==> src/hdl/vtbt_pkg.sv <==
// Shared types and constants of the volume table block translator.
// Used by the core, the entry calculator and the port checker; no dependencies.
`default_nettype none

package vtbt_pkg;

  // Fixed field widths of the command and result words.
  localparam int OP_W     = 2;
  localparam int CYL_W    = 4;
  localparam int SEC_W    = 4;
  localparam int SIZE_W   = 17;
  localparam int VIDX_W   = 3;
  localparam int BLK_W    = 8;
  localparam int STATUS_W = 3;
  localparam int RCYL_W   = 5;
  localparam int TOTAL_W  = 4;

  // Disk geometry.
  localparam int SECTORS_PER_CYLINDER = 16;
  localparam int CYLINDER_COUNT       = 16;
  localparam int SECTOR_BYTES         = 256;
  localparam int MAX_SIZE_BYTES       = 65536;

  // Derived widths.
  localparam int LEN_W  = $clog2(MAX_SIZE_BYTES / SECTOR_BYTES + 1);
  localparam int LIN_W  = CYL_W + $clog2(SECTORS_PER_CYLINDER);
  localparam int SPAN_W = ((LIN_W > LEN_W) ? LIN_W : LEN_W) + 1;
  localparam int SUM_W  = BLK_W + 1;

  // Command codes.
  localparam logic [OP_W-1:0] OP_ADD       = 2'd0;
  localparam logic [OP_W-1:0] OP_REMOVE    = 2'd1;
  localparam logic [OP_W-1:0] OP_TRANSLATE = 2'd2;

  // Result status codes.
  localparam logic [STATUS_W-1:0] ST_OK      = 3'd0;
  localparam logic [STATUS_W-1:0] ST_BAD     = 3'd1;
  localparam logic [STATUS_W-1:0] ST_FULL    = 3'd2;
  localparam logic [STATUS_W-1:0] ST_OVERLAP = 3'd3;
  localparam logic [STATUS_W-1:0] ST_NOVOL   = 3'd4;
  localparam logic [STATUS_W-1:0] ST_RANGE   = 3'd5;

  // One volume table entry as held in the entry memory.
  typedef struct packed {
    logic [CYL_W-1:0] cylinder;
    logic [SEC_W-1:0] sector;
    logic [LEN_W-1:0] length;
  } entry_t;

  // What the calculator derives from one entry and the current command.
  typedef struct packed {
    logic              overlap;
    logic              in_range;
    logic [RCYL_W-1:0] cylinder;
    logic [SEC_W-1:0]  sector;
  } calc_t;

endpackage

`default_nettype wire

==> src/hdl/vtbt_calc.sv <==
// Entry calculator: overlap test for an add and address mapping for a translate.
// Depends on vtbt_pkg.
`default_nettype none

module vtbt_calc (
  input  vtbt_pkg::entry_t                  entry,
  input  logic [vtbt_pkg::CYL_W-1:0]        start_cylinder,
  input  logic [vtbt_pkg::SEC_W-1:0]        start_sector,
  input  logic [vtbt_pkg::BLK_W-1:0]        block_number,
  output vtbt_pkg::calc_t                   calc
);

  logic [vtbt_pkg::LIN_W-1:0] first_lin;
  logic [vtbt_pkg::LIN_W-1:0] start_lin;
  logic [vtbt_pkg::SUM_W-1:0] sum;

  // Linear sector numbers of the entry start and of the new volume start.
  assign first_lin = vtbt_pkg::LIN_W'(entry.cylinder)
                   * vtbt_pkg::LIN_W'(vtbt_pkg::SECTORS_PER_CYLINDER)
                   + vtbt_pkg::LIN_W'(entry.sector);
  assign start_lin = vtbt_pkg::LIN_W'(start_cylinder)
                   * vtbt_pkg::LIN_W'(vtbt_pkg::SECTORS_PER_CYLINDER)
                   + vtbt_pkg::LIN_W'(start_sector);

  // The new start overlaps when it lies in [first, first + length).
  assign calc.overlap = (start_lin >= first_lin) &&
                        (vtbt_pkg::SPAN_W'(start_lin) <
                         vtbt_pkg::SPAN_W'(first_lin) + vtbt_pkg::SPAN_W'(entry.length));

  // Translation of a block inside the volume.
  assign calc.in_range = vtbt_pkg::LEN_W'(block_number) < entry.length;
  assign sum           = vtbt_pkg::SUM_W'(entry.sector) + vtbt_pkg::SUM_W'(block_number);
  assign calc.cylinder = vtbt_pkg::RCYL_W'(entry.cylinder)
                       + vtbt_pkg::RCYL_W'(sum / vtbt_pkg::SECTORS_PER_CYLINDER);
  assign calc.sector   = vtbt_pkg::SEC_W'(sum % vtbt_pkg::SECTORS_PER_CYLINDER);

endmodule

`default_nettype wire

==> src/hdl/volume_table_block_translator_core.sv <==
// Top level of the volume table block translator: sequencer and entry memory.
// Depends on vtbt_pkg and vtbt_calc.
`default_nettype none

// The block holds a table of up to MAX_VOLUMES volumes in a small synchronous
// memory and executes one command word at a time, returning one result word per
// command. All entries are read through one memory port with registered read
// data, which sets the timing. A command that is rejected at once or has no
// effect goes from idle to the done state, which loads the result word into
// the output register. A translate reads its entry, then maps the block. An
// add that appends reads and compares each volume in the table, then writes
// the new entry; an add that hits an overlap stops at that entry. A remove
// reads and writes back each entry that moves down. A finished result sits
// in the output register, and the next command word is taken while it waits
// to be read. That next command holds in its done state until the word is read.
module volume_table_block_translator_core #(
  parameter int MAX_VOLUMES = 8
) (
  input  logic                              clk,
  input  logic                              rst,
  input  logic                              in_valid,
  output logic                              in_ready,
  input  logic [vtbt_pkg::OP_W-1:0]         opcode,
  input  logic [vtbt_pkg::CYL_W-1:0]        start_cylinder,
  input  logic [vtbt_pkg::SEC_W-1:0]        start_sector,
  input  logic [vtbt_pkg::SIZE_W-1:0]       size_bytes,
  input  logic [vtbt_pkg::VIDX_W-1:0]       volume_index,
  input  logic [vtbt_pkg::BLK_W-1:0]        block_number,
  output logic                              out_valid,
  input  logic                              out_ready,
  output logic [vtbt_pkg::STATUS_W-1:0]     status,
  output logic [vtbt_pkg::RCYL_W-1:0]       result_cylinder,
  output logic [vtbt_pkg::SEC_W-1:0]        result_sector,
  output logic [vtbt_pkg::TOTAL_W-1:0]      volume_total
);

  localparam int CNT_W = $clog2(MAX_VOLUMES + 1);
  localparam int AW    = (MAX_VOLUMES > 1) ? $clog2(MAX_VOLUMES) : 1;
  localparam int IW    = (CNT_W > vtbt_pkg::VIDX_W) ? CNT_W : vtbt_pkg::VIDX_W;

  localparam logic [2:0] S_IDLE     = 3'd0;
  localparam logic [2:0] S_SCAN_RD  = 3'd1;
  localparam logic [2:0] S_SCAN_CMP = 3'd2;
  localparam logic [2:0] S_SHIFT_RD = 3'd3;
  localparam logic [2:0] S_SHIFT_WR = 3'd4;
  localparam logic [2:0] S_XLATE    = 3'd5;
  localparam logic [2:0] S_DONE     = 3'd6;

  logic [2:0]                    state, state_next;
  logic [CNT_W-1:0]              count, count_next;
  logic [CNT_W-1:0]              k, k_next;
  logic [vtbt_pkg::STATUS_W-1:0] res_status, res_status_next;
  logic [vtbt_pkg::RCYL_W-1:0]   res_cyl, res_cyl_next;
  logic [vtbt_pkg::SEC_W-1:0]    res_sec, res_sec_next;
  logic                          load_out;

  // Captured command word.
  logic [vtbt_pkg::CYL_W-1:0]    cyl_r;
  logic [vtbt_pkg::SEC_W-1:0]    sec_r;
  logic [vtbt_pkg::SIZE_W-1:0]   size_r;
  logic [vtbt_pkg::BLK_W-1:0]    blk_r;

  // Entry memory and its port.
  vtbt_pkg::entry_t              mem [MAX_VOLUMES];
  vtbt_pkg::entry_t              rd_entry;
  vtbt_pkg::entry_t              new_entry;
  vtbt_pkg::entry_t              mem_wdata;
  logic                          mem_we;
  logic [AW-1:0]                 mem_waddr;
  logic [AW-1:0]                 mem_raddr;

  vtbt_pkg::calc_t               calc;
  logic                          add_bad;
  logic                          idx_missing;
  logic [vtbt_pkg::SIZE_W:0]     len_sum;

  assign in_ready = (state == S_IDLE);

  // Position and size checks of an add, taken straight from the command word.
  assign add_bad = (32'(start_cylinder) >= vtbt_pkg::CYLINDER_COUNT) ||
                   (32'(start_sector) >= vtbt_pkg::SECTORS_PER_CYLINDER) ||
                   (size_bytes == '0) ||
                   (32'(size_bytes) > vtbt_pkg::MAX_SIZE_BYTES);
  assign idx_missing = IW'(volume_index) >= IW'(count);

  // Length in sectors, rounded up.
  assign len_sum = (vtbt_pkg::SIZE_W + 1)'(size_r)
                 + (vtbt_pkg::SIZE_W + 1)'(vtbt_pkg::SECTOR_BYTES - 1);
  assign new_entry.cylinder = cyl_r;
  assign new_entry.sector   = sec_r;
  assign new_entry.length   = vtbt_pkg::LEN_W'(len_sum / vtbt_pkg::SECTOR_BYTES);

  vtbt_calc u_calc (
    .entry          (rd_entry),
    .start_cylinder (cyl_r),
    .start_sector   (sec_r),
    .block_number   (blk_r),
    .calc           (calc)
  );

  // Command sequencer.
  always_comb begin
    state_next      = state;
    count_next      = count;
    k_next          = k;
    res_status_next = res_status;
    res_cyl_next    = res_cyl;
    res_sec_next    = res_sec;
    load_out        = 1'b0;
    mem_we          = 1'b0;
    mem_waddr       = '0;
    mem_wdata       = new_entry;
    mem_raddr       = '0;
    case (state)
      S_IDLE: begin
        if (in_valid) begin
          res_status_next = vtbt_pkg::ST_OK;
          res_cyl_next    = '0;
          res_sec_next    = '0;
          k_next          = '0;
          state_next      = S_DONE;
          case (opcode)
            vtbt_pkg::OP_ADD: begin
              if (add_bad) begin
                res_status_next = vtbt_pkg::ST_BAD;
              end else if (count >= CNT_W'(MAX_VOLUMES)) begin
                res_status_next = vtbt_pkg::ST_FULL;
              end else begin
                state_next = S_SCAN_RD;
              end
            end
            vtbt_pkg::OP_REMOVE: begin
              if (idx_missing) begin
                res_status_next = vtbt_pkg::ST_NOVOL;
              end else begin
                k_next     = CNT_W'(volume_index);
                state_next = S_SHIFT_RD;
              end
            end
            vtbt_pkg::OP_TRANSLATE: begin
              if (idx_missing) begin
                res_status_next = vtbt_pkg::ST_NOVOL;
              end else begin
                mem_raddr  = AW'(volume_index);
                state_next = S_XLATE;
              end
            end
            default: ;
          endcase
        end
      end
      S_SCAN_RD: begin
        if (k == count) begin
          // No overlap anywhere: append the entry.
          mem_we     = 1'b1;
          mem_waddr  = count[AW-1:0];
          count_next = count + CNT_W'(1);
          state_next = S_DONE;
        end else begin
          mem_raddr  = k[AW-1:0];
          state_next = S_SCAN_CMP;
        end
      end
      S_SCAN_CMP: begin
        if (calc.overlap) begin
          res_status_next = vtbt_pkg::ST_OVERLAP;
          state_next      = S_DONE;
        end else begin
          k_next     = k + CNT_W'(1);
          state_next = S_SCAN_RD;
        end
      end
      S_SHIFT_RD: begin
        if ((k + CNT_W'(1)) < count) begin
          mem_raddr  = AW'(k + CNT_W'(1));
          state_next = S_SHIFT_WR;
        end else begin
          count_next = count - CNT_W'(1);
          state_next = S_DONE;
        end
      end
      S_SHIFT_WR: begin
        mem_we     = 1'b1;
        mem_waddr  = k[AW-1:0];
        mem_wdata  = rd_entry;
        k_next     = k + CNT_W'(1);
        state_next = S_SHIFT_RD;
      end
      S_XLATE: begin
        if (!calc.in_range) begin
          res_status_next = vtbt_pkg::ST_RANGE;
        end else begin
          res_cyl_next = calc.cylinder;
          res_sec_next = calc.sector;
        end
        state_next = S_DONE;
      end
      S_DONE: begin
        if (!out_valid || out_ready) begin
          load_out   = 1'b1;
          state_next = S_IDLE;
        end
      end
      default: state_next = S_IDLE;
    endcase
  end

  // Control registers.
  always_ff @(posedge clk) begin
    if (rst) begin
      state     <= S_IDLE;
      count     <= '0;
      out_valid <= 1'b0;
    end else begin
      state <= state_next;
      count <= count_next;
      if (load_out) begin
        out_valid <= 1'b1;
      end else if (out_ready) begin
        out_valid <= 1'b0;
      end
    end
  end

  // Working and payload registers.
  always_ff @(posedge clk) begin
    k          <= k_next;
    res_status <= res_status_next;
    res_cyl    <= res_cyl_next;
    res_sec    <= res_sec_next;
    if (in_valid && in_ready) begin
      cyl_r  <= start_cylinder;
      sec_r  <= start_sector;
      size_r <= size_bytes;
      blk_r  <= block_number;
    end
    if (load_out) begin
      status          <= res_status;
      result_cylinder <= res_cyl;
      result_sector   <= res_sec;
      volume_total    <= vtbt_pkg::TOTAL_W'(count);
    end
  end

  // Entry memory with registered read data.
  always_ff @(posedge clk) begin
    if (mem_we) begin
      mem[mem_waddr] <= mem_wdata;
    end
    rd_entry <= mem[mem_raddr];
  end

endmodule

`default_nettype wire

==> config.mk <==
export PLATFORM = sky130hd
export DESIGN_NAME = volume_table_block_translator_core
export DESIGN_NICKNAME = d
export VERILOG_FILES = /design/src/hdl/vtbt_pkg.sv /design/src/hdl/vtbt_calc.sv /design/src/hdl/volume_table_block_translator_core.sv
export SDC_FILE = /design/constraint.sdc
export NUM_CORES = 1
export LEC_CHECK = 0
export BUFFER_PORTS_ARGS = -buffer_cell sky130_fd_sc_hd__buf_2
export CELL_PAD_IN_SITES_DETAIL_PLACEMENT = 1
export CELL_PAD_IN_SITES_GLOBAL_PLACEMENT = 2
export CORE_AREA = 3 3 156 158
export CTS_CLUSTER_DIAMETER = 40
export DETAILED_ROUTE_END_ITERATION = 8
export DIE_AREA = 0 0 159 161
export GPL_TIMING_DRIVEN = 0
export PLACE_DENSITY_LB_ADDON = 0.3
export SYNTH_ARGS = -nofsm -noshare
export SYNTH_HDL_FRONTEND = slang
export SYNTH_SLANG_ARGS = --single-unit
==> constraint.sdc <==
create_clock -name clk -period 10.4 [get_ports clk]
set_input_delay 2.08 -clock clk [delete_from_list [all_inputs] [get_ports clk]]
set_output_delay 2.08 -clock clk [all_outputs]
set_load 0.02 [all_outputs]
[Word level (Yosys, flattened, before mapping)]
Memories as Yosys holds them, arrays and structs flattened. A register that Yosys moved wholly into a read port is not among the register bits.
Index checks and enable logic that the tools add are counted.
Storage, ports and cells
  register bits: 73
  bits in latches: 0
  RAM bits: 136
  memory bits (read-only): 0
  input bits: 42
  output and inout bits: 18
  logic and storage cells: 118
  memories: 1
Memories
  mem: depth 8, width 17, read ports 1, clocked after Yosys merged registers in 1, wr ports 1, RTL line volume_table_block_translator_core.sv:64  | vtbt_pkg::entry_t mem [MAX_VOLUMES];
Operators by class
  add/sub/neg operators: 9
  multiply operators: 0
  divide/modulo/power cells: 0
  magnitude comparators: 7
  equality and inequality tests: 17
  shift-type cells: 0
  multiplexer cells: 50
  bitwise logic cells: 0
  reductions and logical operators: 19
Operator list (count)
  3-bit 2-to-1 mux: 19
  3-bit case mux with 3 select lines: 3
  4-bit 2-to-1 mux: 6
  3-bit case mux with 7 select lines: 1
  17-bit by 8-bit adder with 17-bit output (second input constant): 1
  17-bit > comparator (second input constant): 1
  17-bit logical NOT: 1
  17-bit 2-to-1 mux: 1
  8-bit by 4-bit adder with 8-bit output: 2
  2-bit inequality test (second input constant): 8
  4-bit case mux with 2 select lines: 2
  3-bit case mux with 2 select lines: 2
  4-bit case mux with 3 select lines: 1
  8-bit by 9-bit adder with 10-bit output: 1
  8-bit by 10-bit < comparator with 1-bit output: 1
  5-bit 2-to-1 mux: 2
  5-bit case mux with 2 select lines: 1
  4-bit by 8-bit adder with 9-bit output: 1
  3-bit equality test (second input constant): 3
  8-bit by 9-bit < comparator with 1-bit output: 1
  3-bit AND reduction: 3
  4-bit by 1-bit adder with 4-bit output (second input constant): 2
  8-bit greater-or-equal comparator: 1
  2-bit 2-to-1 mux: 4
  other kinds (22): 34

[Longest topological paths before layout]
Gate-level depths: netlist of the first run.
  depth after elaboration: 6
  depth in mapped cells: 15
  mapped depth without buffers: 15

[By module]
A second synthesis of the first run with hierarchy kept.
Second synthesis, totals
  cells, all modules: 745
  area total of the unflattened synthesis: 10545.1 um2
By module, submodules not included
  volume_table_block_translator_core: times used 1, cells each 600, area each 9376.5 um2, sequential area each 6536.3 um2
  vtbt_calc: times used 1, cells each 145, area each 1168.6 um2, sequential area each 0.0 um2

[Worst setup path after synthesis of the first run]
Ideal clock, no wire load.
  path type: input-to-reg
  start point: input volume_index[0] (netlist bit)
  end point: register rd_entry[7] (netlist name)
  library setup time: 0.130 ns
  arrival: 3.929 ns
  data required time: 10.270 ns
  setup slack: 6.341 ns
  cell stages on the path: 12
  buffers on the path: 3
  cells stage by stage: inv_1 -> ha_1 -> nand2b_1 -> a211o_1 -> a21oi_1 -> a211o_1 -> buf_4 -> nand2b_1 -> buf_2 -> buf_6 -> o32ai_1 -> a211oi_2
On the way
  cells in the longest elaborated chain, start to end: 5
RTL lines
  from (decl): RTL line volume_table_block_translator_core.sv:27  | input logic [vtbt_pkg::VIDX_W-1:0] volume_index,
  3-bit by 4-bit greater-or-equal comparator with 1-bit output: RTL line volume_table_block_translator_core.sv:84  | assign idx_missing = IW'(volume_index) >= IW'(count);
  3-bit 2-to-1 mux (*): RTL line volume_table_block_translator_core.sv:141  | if (idx_missing) begin
  3-bit 2-to-1 mux (*): RTL line volume_table_block_translator_core.sv:122  | case (opcode)
  3-bit 2-to-1 mux (*): RTL line volume_table_block_translator_core.sv:116  | if (in_valid) begin
  3-bit case mux with 3 select lines (*): RTL line volume_table_block_translator_core.sv:114  | case (state)
Mark *: on every way between the ends. The rest lies on a longest branch, timed or not.
A chain may end at the register's enable or synchronous reset.

[Final worst setup path of the first run]
  start point: register rd_entry[1] (netlist name)
  end point: register k[2], enable pin
On the way
  cells in the longest elaborated chain, start to end: 5
RTL lines
  8-bit by 9-bit adder with 10-bit output: RTL line vtbt_calc.sv:28  | vtbt_pkg::SPAN_W'(first_lin) + vtbt_pkg::SPAN_W'(entry.length));
  8-bit by 10-bit < comparator with 1-bit output: RTL line vtbt_calc.sv:27  | (vtbt_pkg::SPAN_W'(start_lin) <
  1-bit logical AND: RTL line vtbt_calc.sv:26  | assign calc.overlap = (start_lin >= first_lin) &&
  2-bit inequality test (no source line)
  3-bit AND reduction (no source line)
  to (signal assigned): RTL line volume_table_block_translator_core.sv:227  | k <= k_next;
  to (decl): RTL line volume_table_block_translator_core.sv:51  | logic [CNT_W-1:0] k, k_next;
No other way between the ends.

==> flow_summary.yaml, run 1 <==
status:
  outcome: "completed"
global_route:
  grt_pass1_wl_um: 44200
  grt_usage: 0.222
  grt_pass1_vias: 7690
  grt_overflow: 0
  antenna_found_initial: 0
  grt_max_degree: 37
timing:
  tightest_slew_ps: 1200
  fin_crit_sh: 0.445
  maxSlewHeadroom: 0.190
  rsz0062_at_grt: "no"
  setup_tns_ps: 0
  setup_viol: 0
  drv_slew: 0
  fmax_ghz: 0.216
  finalHoldViolCount: 0
  skew_ps: 24.3
  min_period_ps: 4630
min_path:
  hold_path_class: "reg2reg"
route:
  vias: 6992
  ant_nets: 0
  drt_pass1_iterations: 5
  drt_wl_total_um: 28300
  wire_per_inst_um: 23.1
  drc: 0
  viasPerCell: 5.72
  drt_iter0_markers: 370
layout:
  num-nets-final: 972
  diodes: 0
  layout_commonest_cell: "edfxtp_1"
  fillers: 2294
  layout_common_cells: "201 x edfxtp_1, 63 x buf_2, 52 x ha_1"
  design_area_mm2: 0.0129
  drive_gt1_frac: 0.220
  area_delta_synth_final_pct: 20.1
cts:
  cts_hold_buf: 0
  cts.repair.resized: 0
  clock_latency_ps: 530
  cts_tree: "yes"
  post_cts_buffers: 0
  clockBufferDepth: 3
  cts_buffers: 38
  htree_levels: 2
  clk_root_buffer_cell: "clkbuf_16"
  path_clk_slew_ps: 50
  cts_sinks: 226
worst_setup_path:
  critPathKind: "reg2reg"
  cp.arrival_ps: 4770
  required_ps: 10540
  cp_max_fo: 4
  start_kind: "register"
  cp-end-kind: "register"
floorplanning:
  row_count: 56
  die_area_mm2: 0.0256
  die_h_um: 161
  core-area_mm2: 0.0233
  floorplan.initialDensity: 0.463
  die_w_um: 159
  io_pins: 60
yosys:
  synth_edf_count: 201
  syn_area_mm2: 0.0108
  yosysWarnings: 0
  syn_area_per_cell_um2: 14.0
  synthArstFlopShare: 0
  synthesis.nets: 865
  ys.flop_type: "edfxtp_1"
  synth-seq-cells: 226
  synth_cell_types: 68
  syn_inst: 767
  synth-seq-area-share: 0.607
power:
  ir_worst_vdd_uv: 159
  p_leak_uw: 0.00516
  p_per_area_mw_per_mm2: 315
placement:
  port_buffers: 59
  gp_congestion: 0.831
  placed_area_mm2: 0.0116
  dpl.hpwl_um: 20200
flow_run:
  drv_cap: 0
[critical path: stages, from the launching register on]
cell and delay [ps]:
dfxtp_1 520, ha_1 310, a211oi_1 270, o21bai_1 130, a21oi_1 280, o21ai_0 150
a21oi_1 210, xor2_1 100, ha_1 320, nand4_1 100, nor3_1 200, a211oi_1 90
o41ai_1 850, nand3b_1 160, a21oi_1 560
[synth_stat cells (10+ instances only)]
cell type | n | area share
a211oi_1 | 13 | 0.0091
a211oi_2 | 10 | 0.012
a21o_1 | 10 | 0.0070
a21oi_1 | 26 | 0.012
buf_6 | 12 | 0.013
dfxtp_1 | 25 | 0.046
edfxtp_1 | 201 | 0.56
ha_1 | 52 | 0.060
inv_1 | 32 | 0.011
mux2_1 | 16 | 0.017
mux2_2 | 10 | 0.010
mux2i_1 | 49 | 0.046
nand2_1 | 34 | 0.012
nand2b_1 | 14 | 0.0081
nand3_1 | 11 | 0.0051
nor2_1 | 33 | 0.011
nor4b_1 | 15 | 0.012
o211a_1 | 15 | 0.014
o21ai_0 | 26 | 0.012
o32ai_1 | 14 | 0.011
xnor2_1 | 16 | 0.013
xor2_1 | 15 | 0.012
[per-layer routing]
layer / GRT usage / part of all wire / vias up / routed length (um)
li1: - / - / 3185 / -
met1: 0.280 / 0.42 / 3591 / 11900
met2: 0.395 / 0.51 / 166 / 14400
met3: 0.0444 / 0.047 / 50 / 1340
met4: 0.0577 / 0.020 / 0 / 560
met5: 0 / 0 / - / 0
[path summary, 6_finish.rpt]
check / slack, ps / cells after the start / start / to
worst max-delay path: 5770 / 14 / rd_entry[1]$_DFF_P_ / k[2]$_DFFE_PP_
worst min-delay path: 410 / 0 / res_sec[3]$_SDFFCE_PN0P_ / result_sector[3]$_DFFE_PP_
worst max register to register: 5770 / 14 / rd_entry[1]$_DFF_P_ / k[2]$_DFFE_PP_
worst min register to register: 410 / 0 / res_sec[3]$_SDFFCE_PN0P_ / result_sector[3]$_DFFE_PP_
[stage by stage]
| stage | hold WS (ps) | utilization | setup WS [ps] | power, uW | std cells |
|---|---|---|---|---|---|
| detailed placement | 407 | 0.499 | 5720 | 2810 | 1153 |
| global placement | 400 | 0.493 | 5790 | 2720 | 1145 |
| CTS | 414 | 0.556 | 5740 | 4110 | 1223 |
| floorplan | 400 | - | 6340 | 2350 | 767 |
| global route | 419 | 0.556 | 5460 | 4330 | 1223 |
| finish | 415 | 0.556 | 5770 | 4070 | 1223 |
[area by class of cell]
cell class	count	area, um2	area share
Clock buffer	46	1020	0.0790
Tap cell	319	399	0.0309
Clock inverter	24	304	0.0235
Sequential cell	226	6540	0.505
Inverter	33	124	0.00958
Timing Repair Buffer	67	415	0.0321
Multi-Input combinational cell	477	3900	0.301
Buffer	31	238	0.0184
[state kept, by name, summed over array words and instances (netlist names), 5 cells and up]
signal and count:
rd_entry 17, size_r 17, blk_r 8, mem 136
result_cylinder 5, res_cyl 5
[where the power goes]
group	total, uW	leakage [uW]	switching (uW)	internal, uW
clock network	1280	0.000647	460	820
registers	1450	0.00205	144	1300
logic	1350	0.00246	821	526
[logic make-up after synthesis]
family	after synthesis	share of synthesized area
AO/OA/AOI/OAI	153	0.108
XOR/XNOR	31	0.0252
adder cells (fa/ha/maj)	56	0.0678
buffers and inverters	64	0.0336
flip-flops	226	0.607
multiplexers	75	0.0727
AND/OR/NAND/NOR	162	0.0858
Note: power is estimated with default switching activity, not from simulation.
==> run 2: changes to the inputs <==
- CORE_AREA: 3 3 156 158 -> 3 3 161 163
- DIE_AREA: 0 0 159 161 -> 0 0 164 166
- clock period: 10.4 -> 4.38 ns (I/O delays scaled with it)
==> run 2 against run 1 <==
Sequential power up 140%. Clock power up 120%. Critical endpoint is now k[1]$_DFFE_PP_. Core utilization is 2.9 points lower.
==> flow_summary.yaml, run 2 (synthesis results as in run 1) <==
timing:
  fmax_ghz: 0.246
  rsz0062_at_grt: "no"
  skew_ps: 16.1
  fin_ws_ps: 312
  drv_slew: 0
  min_period_ps: 4070
  fin_crit_sh: 0.929
  holdWs_ps: 417
  setup_viol: 0
  setup_tns_ps: 0
  tightest_slew_ps: 1230
  finalHoldViolCount: 0
  maxSlewHeadroom: 0.170
cts:
  path_clk_slew_ps: 60
  clockBufferDepth: 3
  clk_root_buffer_cell: "clkbuf_16"
  cts_sinks: 226
  htree_levels: 2
  cts_tree: "yes"
  clock_latency_ps: 520
  cts_buffers: 37
  post_cts_buffers: 0
power:
  ir_worst_vdd_uv: 372
  p_per_area_mw_per_mm2: 737
  power_uw: 9490
  p_leak_uw: 0.00512
route:
  drt_pass1_iterations: 5
  drc: 0
  vias: 6900
  wire_per_inst_um: 22.9
  drt_iter0_markers: 447
  drt_wl_total_um: 28100
  viasPerCell: 5.63
  ant_nets: 0
worst_setup_path:
  critPathKind: "reg2reg"
  reg2reg_from: "rd_entry[0]$_DFF_P_"
  reg2reg_depth: 15
  crit_path_end: "k[1]$_DFFE_PP_"
  cp.arrival_ps: 4240
  rr_endpoint: "k[1]$_DFFE_PP_"
  cp-end-kind: "register"
  critPathLaunch: "rd_entry[0]$_DFF_P_"
  cp_max_fo: 4
  required_ps: 4550
  start_kind: "register"
  r2r_slack_ps: 310
floorplanning:
  die_h_um: 166
  floorplan.initialDensity: 0.440
  die_w_um: 164
  core-area_mm2: 0.0245
  row_count: 57
  die_area_mm2: 0.0272
  io_pins: 60
global_route:
  grt_max_degree: 37
  grt_pass1_wl_um: 43500
  grt_overflow: 0
  grt_pass1_vias: 7532
  antenna_found_initial: 0
  grt_usage: 0.209
placement:
  post-place-ws_ps: -160
  port_buffers: 59
  dpl.hpwl_um: 19800
  gp_congestion: 0.834
layout:
  largest_register_ffs: 136
  regMostFlops: "mem"
  drive_gt1_frac: 0.223
  top_regs: "mem x136, rd_entry x17, size_r x17"
  layout_common_cells: "201 x edfxtp_1, 63 x buf_2, 52 x ha_1"
  num-nets-final: 971
  layout_commonest_cell: "edfxtp_1"
  diodes: 0
  area_delta_synth_final_pct: 19.6
flow_run:
  drv_cap: 0
status:
  outcome: "completed"
min_path:
  hold_path_class: "reg2reg"
[run 2: cell count changes in the layout (fill, tap and decap cells not counted), moves of 2 or more]
cell / change
clkbuf_16: -2
inv_8: -2
inv_6: +4
clkbuf_1: -4
buf_16: +2
clkinv_4: +4
buf_8: -2
bufinv_16: -2
[run 2: report_power, final]
group	switching, uW	total (uW)	internal [uW]
clock network	1100	2830	1730
logic	1950	3220	1270
registers	342	3440	3090
total	3390	9490	6100
[run 2: area by class of cell]
| type | count | area [um2] |
|---|---|---|
| fill | 2423 | 11600 |
| sequential | 226 | 6540 |
| multi-input combinational | 477 | 3910 |
| clock buffer | 39 | 943 |
| timing repair buffer | 67 | 440 |
| tap | 324 | 405 |
| clock inverter | 28 | 287 |
| buffer | 31 | 238 |
| inverter | 33 | 124 |
[run 2: worst max-delay path, stage by stage (launching register included)]
cell,delay [ps]
dfxtp_1,500
ha_1,250
inv_1,60
fa_1,400
nor2b_1,170
o31a_1,220
o21ai_0,140
nand2_1,110
xnor2_1,70
ha_1,310
nand4_1,110
nor3_1,180
a211oi_1,90
o41ai_2,590
nand3b_1,170
a21oi_2,350
[run 2: per-stage QoR]
stage / std cells / utilization / instance area [um2]
3_5_place_dp: 1158 / 0.476 / 11600
5_1_grt: 1225 / 0.527 / 12900
6_report: 1225 / 0.527 / 12900
3_3_place_gp: 1150 / 0.469 / 11500
4_1_cts: 1225 / 0.526 / 12900
2_1_floorplan: 767 / - / 10800
[run 2: worst min path at each step]
stage / cells after the start / startpoint / to / slack [ps]
2_1_floorplan: 0 / res_cyl[0]$_SDFFCE_PN0P_ / result_cylinder[0]$_DFFE_PP_ / 400
3_3_place_gp: 0 / res_status[2]$_DFFE_PP_ / status[2]$_DFFE_PP_ / 400
3_5_place_dp: 0 / res_status[2]$_DFFE_PP_ / status[2]$_DFFE_PP_ / 410
4_1_cts: 0 / res_status[2]$_DFFE_PP_ / status[2]$_DFFE_PP_ / 420
5_1_grt: 0 / res_cyl[2]$_SDFFCE_PN0P_ / result_cylinder[2]$_DFFE_PP_ / 430
6_report: 0 / res_status[2]$_DFFE_PP_ / status[2]$_DFFE_PP_ / 420
[run 2: repair_timing]
action | in CTS | in global routing
gates resized for setup | 1 | 1
setup endpoints to repair | 4 | 4
hold buffers | 0 | 0
[run 2: metal layers]
layer / vias to the layer above / track usage / part of all wire
li1: 3184 / - / -
met1: 3466 / 0.270 / 0.42
met2: 187 / 0.357 / 0.50
met3: 63 / 0.0327 / 0.046
met4: 0 / 0.0732 / 0.031
met5: - / 0 / 0
==> run 3: changes to the inputs <==
- CORE_AREA: 3 3 161 163 -> 3 3 189 173
- DIE_AREA: 0 0 164 166 -> 0 0 192 176
==> run 3 against run 2 <==
Count of clock-buffer cells in the layout grew 3. Fmax increased by 2.5%. Total power grew 2.1%. Sequential power hardly changed. Critical path depth unchanged. Via count is 3.5% lower. Setup slack gained 100 ps. Die area up 24%.
==> flow_summary.yaml, run 3 (synthesis results as in run 1) <==
global_route:
  grt_pass1_vias: 6926
  top_usage_layer: "met2"
  grt_pass1_wl_um: 42800
  grt_use_met2: 0.269
  grtUsageMet1: 0.240
  antenna_found_initial: 1
  grt_usage: 0.169
  grt_max_degree: 37
  met3_usage: 0.0306
  grt_overflow: 0
layout:
  num-nets-final: 971
  seqCellArea_mm2: 0.00654
  final_util: 0.425
  layout_commonest_cell: "edfxtp_1"
  layout_common_cells: "201 x edfxtp_1, 63 x buf_2, 52 x ha_1"
  fillers: 3151
  top_regs: "mem x136, rd_entry x17, size_r x17"
  multiInputGateArea_mm2: 0.00391
  drive_gt1_frac: 0.222
  regMostFlops: "mem"
  area_delta_synth_final_pct: 21.4
  finalNonFillerCells: 1310
  diodes: 0
  largest_register_ffs: 136
route:
  drt_iter0_markers: 385
  viasPerCell: 5.08
  vias: 6657
  wire_per_inst_um: 21.5
  ant_nets: 0
  drc: 0
  drt_pass1_iterations: 4
  drt_wl_total_um: 28200
worst_setup_path:
  slowest_delay_ps: 560
  r2r_slack_ps: 410
  cpMostUsedCell: "ha_1"
  crit_path_end: "k[1]$_DFFE_PP_"
  critPathKind: "reg2reg"
  critPathLaunch: "rd_entry[0]$_DFF_P_"
  rr_endpoint: "k[1]$_DFFE_PP_"
  slowest_stage: "dfxtp_1"
  cp_max_fo: 4
  reg2reg_depth: 15
  cp-end-kind: "register"
  crit_path_cell_trace: "ha_1, inv_1, fa_1, nor2b_1, o31a_1, o21ai_0, nand2_1, xnor2_1, ha_1, nand4_1, nor3_1, a211oi_1, o41ai_2, nand3b_1, a21oi_2"
  reg2reg_from: "rd_entry[0]$_DFF_P_"
  required_ps: 4570
  start_kind: "register"
  cp.arrival_ps: 4160
placement:
  dpl.hpwl_um: 20000
  gp_congestion: 0.800
  port_buffers: 59
  placed_cells: 1243
power:
  p_leak_uw: 0.00515
  p_per_area_mw_per_mm2: 741
  power_uw: 9690
  ir_worst_vdd_uv: 351
floorplanning:
  core-area_mm2: 0.0308
  row_count: 61
  die_w_um: 192
  die_h_um: 176
  io_pins: 60
  floorplan.initialDensity: 0.350
  die_area_mm2: 0.0338
timing:
  setup_tns_ps: 0
  drv_slew: 0
  fin_crit_sh: 0.906
  holdWs_ps: 416
  skew_ps: 29.1
  setup_viol: 0
  rsz0062_at_grt: "no"
  tightest_slew_ps: 1270
  fmax_ghz: 0.252
  maxSlewHeadroom: 0.147
  min_period_ps: 3970
  finalHoldViolCount: 0
cts:
  cts_sinks: 226
  clock_latency_ps: 540
  clk_root_buffer_cell: "clkbuf_16"
  cts_tree: "yes"
  path_clk_slew_ps: 50
  htree_levels: 2
  cts_buffers: 37
  cts_hold_buf: 0
  clockBufferDepth: 3
flow_run:
  drv_cap: 0
status:
  outcome: "completed"
min_path:
  hold_path_class: "reg2reg"
[run 3: changes by cell type in the layout (fill, tap and decap cells not counted), sizes merged]
cell	change
clkinv	-9
inv	-1
clkbuf	+3
bufinv	+3
clkinvlp	+4
[run 3: worst min path at each step]
stage	startpoint	end	cells after the start
floorplan	res_cyl[0]$_SDFFCE_PN0P_	result_cylinder[0]$_DFFE_PP_	0
global placement	res_sec[0]$_SDFFCE_PN0P_	result_sector[0]$_DFFE_PP_	0
detailed placement	res_sec[1]$_SDFFCE_PN0P_	result_sector[1]$_DFFE_PP_	0
CTS	res_sec[1]$_SDFFCE_PN0P_	result_sector[1]$_DFFE_PP_	0
global route	res_sec[1]$_SDFFCE_PN0P_	result_sector[1]$_DFFE_PP_	0
finish	res_sec[1]$_SDFFCE_PN0P_	result_sector[1]$_DFFE_PP_	0
[run 3: routing by layer]
layer  part of all wire  routed length (um)  up-vias
li1                   -                   -     3190
met1               0.48               13500     3315
met2               0.46               13000      118
met3              0.044                1240       34
met4              0.016                 442        0
met5                  0                   0        -
[run 3: repair_timing]
action / 4_1_cts / 5_1_grt
setup endpoints to repair: 0 / 7
endpoints found under the hold margin: 0 / 0
gates resized for setup: 0 / 2
buffers inserted: 0 / 0
[run 3: layout make-up]
class,instances,share of cell area
repair buffers,67,0.0337
clock buffers,42,0.0754
multi-input cells,477,0.299
plain buffers,31,0.0182
well taps,409,0.0391
inverters,33,0.00947
flip-flops and latches,226,0.500
clock inverters,25,0.0256
[run 3: worst max-delay path: cells and delay by family (launching register included)]
family                     cells  cell delay (ps)
AOI/OAI and AO/OA              5             1250
xor gates and xnor gates       1               70
adders and majority gates      3              980
buffers and inverters          1               60
DFF                            1              560
and+or+nand+nor                5              720
[run 3: report_power, final]
group          switching (uW)  total [uW]  internal (uW)  leakage, uW
clock                    1110        3070           1960     0.000628
sequential                354        3450           3090      0.00205
combinational            1930        3170           1250      0.00247
total                    3390        9690           6300      0.00515
[run 3: through the flow]
step / worst slack, ps / instance area [um2]
after floorplan: 1060 / 10800
after global placement: 39.1 / 11600
after detailed placement: 57.0 / 11700
after CTS: 9.91 / 13100
after global routing: 8.91 / 13100
final: 412 / 13100
